## src/rtl/pedf_pkg.sv

```systemverilog
`default_nettype none
package pedf_pkg;

    // fixed field widths
    localparam int CLS_W      = 3;
    localparam int VID_W      = 12;
    localparam int DL_W       = 32;
    localparam int BITS_W     = 14;
    localparam int TAG_W      = 16;
    localparam int KIND_W     = 2;
    localparam int LEN_W      = 5;
    localparam int GAP_W      = 10;
    localparam int VCNT_W     = 3;
    localparam int CFG_IDX_W  = 3;
    localparam int CFG_DATA_W = 12;
    localparam int ENT_W      = DL_W + BITS_W + TAG_W;
    localparam int S_TDATA_W  = 80;
    localparam int M_TDATA_W  = 80;

    // parameter defaults
    localparam int DEF_CLASSES     = 8;
    localparam int DEF_QUEUE_DEPTH = 16;
    localparam int DEF_VLAN_SLOTS  = 4;

    // result kinds
    localparam logic [KIND_W-1:0] KIND_ENQ    = 2'd0;
    localparam logic [KIND_W-1:0] KIND_FILTER = 2'd1;
    localparam logic [KIND_W-1:0] KIND_DROP   = 2'd2;
    localparam logic [KIND_W-1:0] KIND_START  = 2'd3;

    // input commands
    localparam logic CMD_ENQ  = 1'b0;
    localparam logic CMD_TICK = 1'b1;

    // transmitter phases
    localparam logic [1:0] PH_IDLE = 2'd0;
    localparam logic [1:0] PH_TX   = 2'd1;
    localparam logic [1:0] PH_GAP  = 2'd2;

    // register indexes
    localparam logic [CFG_IDX_W-1:0] REG_VLAN_COUNT = 3'd0;
    localparam logic [CFG_IDX_W-1:0] REG_VLAN_0     = 3'd1;
    localparam logic [CFG_IDX_W-1:0] REG_GAP        = 3'd5;

    localparam logic [GAP_W-1:0] GAP_RESET = 10'd96;

    typedef struct packed {
        logic              latch_in;
        logic              rd_pred;
        logic              rd_head;
        logic              wr_moved;
        logic              wr_new;
        logic              pos_load;
        logic              pos_dec;
        logic              cnt_inc;
        logic              sel_latch;
        logic              pop;
        logic              tick_step;
        logic              phase_idle;
        logic              emit;
        logic [KIND_W-1:0] emit_kind;
        logic              emit_last;
    } pedf_cmd_t;

    typedef struct packed {
        logic is_tick;
        logic vlan_pass;
        logic full;
        logic cnt_zero;
        logic pos_one;
        logic dl_greater;
        logic any_ready;
        logic gap_end;
        logic phase_idle;
        logic out_free;
    } pedf_sts_t;

endpackage
`default_nettype wire

```

## src/rtl/pedf_ctrl.sv

```systemverilog
`default_nettype none
module pedf_ctrl
    import pedf_pkg::*;
(
    input  wire logic      aclk,
    input  wire logic      aresetn,
    input  wire logic      s_tvalid,
    output logic           s_tready,
    input  wire pedf_sts_t sts,
    output pedf_cmd_t      cmd
);

    localparam logic [3:0] S_IDLE   = 4'd0;
    localparam logic [3:0] S_DECODE = 4'd1;
    localparam logic [3:0] S_RD     = 4'd2;
    localparam logic [3:0] S_CMP    = 4'd3;
    localparam logic [3:0] S_WRNEW  = 4'd4;
    localparam logic [3:0] S_FIN    = 4'd5;
    localparam logic [3:0] S_EMIT0  = 4'd6;
    localparam logic [3:0] S_SEL    = 4'd7;
    localparam logic [3:0] S_RDH    = 4'd8;
    localparam logic [3:0] S_POP    = 4'd9;

    logic [3:0] state_reg, state_next;

    assign s_tready = (state_reg == S_IDLE);

    always_ff @(posedge aclk) begin
        if (!aresetn) begin
            state_reg <= S_IDLE;
        end else begin
            state_reg <= state_next;
        end
    end

    always_comb begin
        cmd        = '0;
        state_next = state_reg;
        unique case (state_reg)
            S_IDLE: begin
                if (s_tvalid) begin
                    cmd.latch_in = 1'b1;
                    state_next   = S_DECODE;
                end
            end
            S_DECODE: begin
                if (sts.is_tick) begin
                    if (sts.gap_end) begin
                        state_next = S_SEL;
                    end else begin
                        cmd.tick_step = 1'b1;
                        state_next    = S_IDLE;
                    end
                end else if (!sts.vlan_pass || sts.full) begin
                    if (sts.out_free) begin
                        cmd.emit      = 1'b1;
                        cmd.emit_kind = sts.vlan_pass ? KIND_DROP : KIND_FILTER;
                        cmd.emit_last = 1'b1;
                        state_next    = S_IDLE;
                    end
                end else begin
                    cmd.pos_load = 1'b1;
                    state_next   = sts.cnt_zero ? S_WRNEW : S_RD;
                end
            end
            S_RD: begin
                cmd.rd_pred = 1'b1;
                state_next  = S_CMP;
            end
            S_CMP: begin
                if (sts.dl_greater) begin
                    cmd.wr_moved = 1'b1;
                    cmd.pos_dec  = 1'b1;
                    state_next   = sts.pos_one ? S_WRNEW : S_RD;
                end else begin
                    cmd.wr_new = 1'b1;
                    state_next = S_FIN;
                end
            end
            S_WRNEW: begin
                cmd.wr_new = 1'b1;
                state_next = S_FIN;
            end
            S_FIN: begin
                cmd.cnt_inc = 1'b1;
                state_next  = S_EMIT0;
            end
            S_EMIT0: begin
                if (sts.out_free) begin
                    cmd.emit      = 1'b1;
                    cmd.emit_kind = KIND_ENQ;
                    cmd.emit_last = !sts.phase_idle;
                    state_next    = sts.phase_idle ? S_SEL : S_IDLE;
                end
            end
            S_SEL: begin
                if (sts.any_ready) begin
                    cmd.sel_latch = 1'b1;
                    state_next    = S_RDH;
                end else begin
                    cmd.phase_idle = 1'b1;
                    state_next     = S_IDLE;
                end
            end
            S_RDH: begin
                cmd.rd_head = 1'b1;
                state_next  = S_POP;
            end
            S_POP: begin
                if (sts.out_free) begin
                    cmd.pop       = 1'b1;
                    cmd.emit      = 1'b1;
                    cmd.emit_kind = KIND_START;
                    cmd.emit_last = 1'b1;
                    state_next    = S_IDLE;
                end
            end
            default: state_next = S_IDLE;
        endcase
    end

endmodule
`default_nettype wire

```

## config.mk

```make
export PLATFORM = sky130hd
export DESIGN_NAME = pedf_ctrl
export DESIGN_NICKNAME = d
export VERILOG_FILES = /design/src/rtl/pedf_pkg.sv /design/src/rtl/pedf_ctrl.sv
export SDC_FILE = /design/constraint.sdc
export NUM_CORES = 1
export LEC_CHECK = 0
export BUFFER_PORTS_ARGS = -buffer_cell sky130_fd_sc_hd__buf_2
export CAP_MARGIN = 25
export CORE_AREA = 2 2 39 41
export CTS_CLUSTER_DIAMETER = 60
export CTS_CLUSTER_SIZE = 30
export DETAILED_ROUTE_END_ITERATION = 10
export DIE_AREA = 0 0 41 43
export PLACE_DENSITY = 0.7
export SLEW_MARGIN = 20
export SYNTH_ARGS = -nofsm -noshare
export SYNTH_HDL_FRONTEND = slang
export SYNTH_SLANG_ARGS = --single-unit
```

## constraint.sdc

```tcl
create_clock -name aclk -period 1.7 [get_ports aclk]
set_input_delay 0.085 -clock aclk [delete_from_list [all_inputs] [get_ports aclk]]
set_output_delay 0.085 -clock aclk [all_outputs]
set_load 0.02 [all_outputs]
```

-- Word level (Yosys, flattened, before mapping)
Index checks and enable logic that the tools add are counted.
- output and inout bits: 17
- logic and storage cells: 57
- flip-flop bits (word level): 4
- reduce and logical (&&, ||, !) cells: 5
- multiplexer cells: 40
- eq/ne operators: 11
- operators with widths (kind ; count):
    4-bit 2-to-1 mux ; 11
    4-bit one-hot mux with 10 select lines ; 1
    1-bit 2-to-1 mux ; 20
    4-bit by 3-bit equality test with 1-bit output, second input constant ; 4
    3-bit 2-to-1 mux ; 5
    4-bit one-hot mux with 3 select lines ; 1
    4-bit by 2-bit equality test with 1-bit output, second input constant ; 2
    4-bit equality test, second input constant ; 2
    4-bit by 1-bit equality test with 1-bit output, second input constant ; 1
    4-bit logical NOT ; 1
    2-bit inequality test, second input constant ; 2
    1-bit logical NOT ; 2
    2-bit 2-to-1 mux ; 1
    1-bit one-hot mux with 2 select lines ; 1
    2-bit AND reduction ; 1
    1-bit logical OR ; 1

-- Logic depth before layout (Yosys ltp)
- depth in word-level cells: 5
- depth in mapped cells: 5

-- Worst setup path after synthesis
OpenSTA, ideal clock, no wires.
- path type: register -> output
- start point: register state_reg[3]
- end point: output cmd[12] in the netlist's numbering
- cell stages (with the launch flop): 5
- buffers on the path: 2
- arrival time: 1.607 ns
- path slack: 0.008 ns
- data required time: 1.615 ns
- cells stage by stage: dfxtp_1 > clkbuf_1 > or2b_1 > nor3_1 > buf_4
- RTL lines (element ; RTL line ; source):
    start: declaration ; pedf_ctrl.sv:24 ; logic [3:0] state_reg, state_next;
    start signal: assignment ; pedf_ctrl.sv:32 ; state_reg <= state_next;
    end: declaration ; pedf_ctrl.sv:10 ; output pedf_cmd_t cmd

==> flow_metrics.env <==
export IMPL_syn_inst=84
export IMPL_cp_required_ns=1.62
export IMPL_total_power_mw=0.444
export IMPL_worstPathCellList="or4b_4, or2_4, o21ai_2, o21a_1, buf_6"
export IMPL_io_pins=30
export IMPL_fmax_mhz=553
export IMPL_finClkSkew_ns=0.00527
export IMPL_ys_ff_latch=4
export IMPL_crit_path_max_incr_delay_ns=0.54
export IMPL_synth_most_common_cell="nor2_1"
export IMPL_synth_flop_cell="dfxtp_1"
export IMPL_drv_slew=0
export IMPL_hp_class="in -> reg"
export IMPL_startpoint_type="flop"
export IMPL_setup_ws_ns=-0.109
export IMPL_antenna_found_initial=0
export IMPL_grt_pass1_vias=592
export IMPL_die_area_sq_um=1760
export IMPL_fp_row_count=14
export IMPL_cp_max_fo=3
export IMPL_tightest_slew_ns=0.383
export IMPL_antenna_cells=0
export IMPL_netlist_area_sq_um=539
export IMPL_path_class="reg -> out"
export IMPL_post_place_ws_ns=0.0980
export IMPL_dp_hpwl_mm=1.11
export IMPL_clk_latency_ns=0.23
export IMPL_period_share_pct=106
export IMPL_htreeDepth=1
export IMPL_placed_area_sq_um=704
export IMPL_crit_path_end_kind="primary output"
export IMPL_crit_slowest_cell="or4b_4"
export IMPL_run_status="finished, violations left"
export IMPL_drc_errors=0
export IMPL_grt_pass1_wl_mm=2.34
export IMPL_vdd_ir_drop_max_v=0.000535
export IMPL_routabilityCongestion=0.787
export IMPL_crit_arrival_ns=1.72
export IMPL_synth_distinct_cells=34
export IMPL_postSynthAreaPerCell_sq_um=6.42
export IMPL_grt_max_degree=17
export IMPL_core_sq_um=1380
export IMPL_largest_reg_flops=4
export IMPL_max_cap_violations=0
export IMPL_io_buffer_count=29
export IMPL_synth_area_top_cells="dfxtp_1 15%, nand2b_1 7.0%, nor3_1 6.5%"
export IMPL_async_flop_share_pct=0
export IMPL_synth_fp_nets=97
export IMPL_synth_edf_count=0
export IMPL_die_h_um=43
export IMPL_numCtsBuffers=3
export IMPL_drive_gt1_share_pct=40.0
export IMPL_yosysSeqAreaShare_pct=14.8
export IMPL_relSlewSlack_pct=74.2
export IMPL_fin_nets=130
export IMPL_clk_path_buf_depth=2
export IMPL_vias=705
export IMPL_clk_pin_slew_ns=0.03
export IMPL_start_util_pct=39.0
export IMPL_final_cell_area_sq_um=777
export IMPL_via_per_inst=5.38
export IMPL_syn2layout_area_growth_pct=44.1
export IMPL_avgRoutedWirePerCell_um=11.0
export IMPL_cp_num_buf_inv=1
export IMPL_grt_overflow=0
export IMPL_dieWidth_um=41
export IMPL_min_period_ns=1.81
export IMPL_cts_root_buf="clkbuf_4"
export IMPL_cts_tree="yes"
export IMPL_synth_top_cells_by_count="9 x nor2_1, 7 x nor3_1, 6 x inv_1, 6 x nand2b_1, 6 x o21ai_0"
export IMPL_setup_viol=4
export IMPL_cts_sinks=4
export IMPL_hold_viol=0
export IMPL_drt_total_wl_mm=1.45
export IMPL_synth_top_area_share_pct=14.8
export IMPL_powerDensity_nw_per_um2=571
export IMPL_first_pass_iters=4
export IMPL_cts_hold_buf=0
export IMPL_synth_warnings=0
export IMPL_violations="negative setup slack"
export IMPL_rsz0062_at_grt="true"
export IMPL_dr_first_iter_drc_count=11
export IMPL_p_leak_nw=0.373
export IMPL_cp_top_family="simple AND/OR/NAND/NOR gates"
export IMPL_synth_top_cell_by_area="dfxtp_1"
export IMPL_ant_nets=0
export IMPL_grt_util_all_layers_pct=18.7
## worst reg2reg max path: stages (launching register included)
cell,delay (ns)
dfxtp_1,0.30
or4b_4,0.54
buf_4,0.16
a21oi_1,0.18
o21ai_0,0.12
a31oi_1,0.19
## area by class of cell
class                           instances  area, sq um
Clock buffer                            3         22.5
Fill cell                             141          607
Inverter                                6         22.5
Multi-Input combinational cell         68          425
Sequential cell                         4         80.1
Tap cell                               16         20.0
Timing Repair Buffer                   34          206
## power by group
group / internal [mW] / leakage (nW) / total, mW / switching (mW)
registers: 0.102 / 0.0326 / 0.107 / 0.00490
clock network: 0.0788 / 0.0138 / 0.115 / 0.0364
logic: 0.0938 / 0.327 / 0.221 / 0.127
total: 0.275 / 0.373 / 0.444 / 0.169
## final timing paths
check                  to  cells after the start         start  slack [ns]
max                cmd[0]                      5  state_reg[1]       -0.11
min          state_reg[3]                      2       aresetn        0.13
max reg2reg  state_reg[0]                      5  state_reg[1]        0.14
min reg2reg  state_reg[0]                      4  state_reg[3]        0.74
## repair_timing
item,4_1_cts,5_1_grt
gates cloned,0,0
buffers inserted,1,0
gates resized for setup,7,5
pin swaps,3,2
endpoints found under the hold margin,0,0
endpoints found under the setup margin,4,9
## logic make-up after synthesis
group | after synthesis | share of synthesized area [%]
AO/OA/AOI/OAI | 23 | 27.6
buffers and inverters | 12 | 9.74
flip-flops | 4 | 14.8
multiplexers | 1 | 2.09
AND/OR/NAND/NOR | 44 | 45.7
## layout by cell type, fill, tap and decap left out
cell type  netlist  final
o311a_1          1      1
nand3_1          2      2
a31oi_1          3      3
o31a_1           1      1
or2_2            1      1
nor3b_1          3      2
buf_4            1      7
nor3_2           0      2
a21oi_2          0      1
o21ai_0          6      6
o21bai_1         1      1
or3_1            1      1
nand4_1          1      1
and3_1           2      2
nand2b_1         6      6
nor4_1           1      1
or2_4            1      1
clkbuf_4         0      3
nor2b_1          3      3
or4b_4           1      1
buf_2            3     24
a21oi_1          4      3
mux2_2           1      1
o21ai_2          1      1
o31ai_1          1      1
and2_1           1      1
a221oi_1         1      1
nor3_1           7      5
or2b_1           1      1
inv_1            6      6
o21a_1           2      2
nor2_1           9      9
nor3b_2          0      1
dfxtp_1          4      4
buf_6            0      3
o2111ai_1        1      1
o21ai_1          1      1
nand2_1          4      4
## stage by stage
stage	util [%]	instances	hold WS (ns)	setup TNS [ns]
floorplan	-	84	0.213	0
global placement	50.9	127	0.359	0
detailed placement	50.9	127	0.367	0
CTS	54.6	131	0.125	-0.389
global route	56.1	131	0.129	-0.673
finish	56.1	131	0.130	-0.361
## per-layer routing
layer | vias up | wire length (um) | GRT usage, %
met2 | 36 | 633 | 28.4
met3 | 0 | 145 | 7.33
met1 | 306 | 666 | 24.8
li1 | 363 | - | -
met4 | 0 | 0 | 2.67
met5 | - | 0 | 0
(Power assumes the default switching activity.)
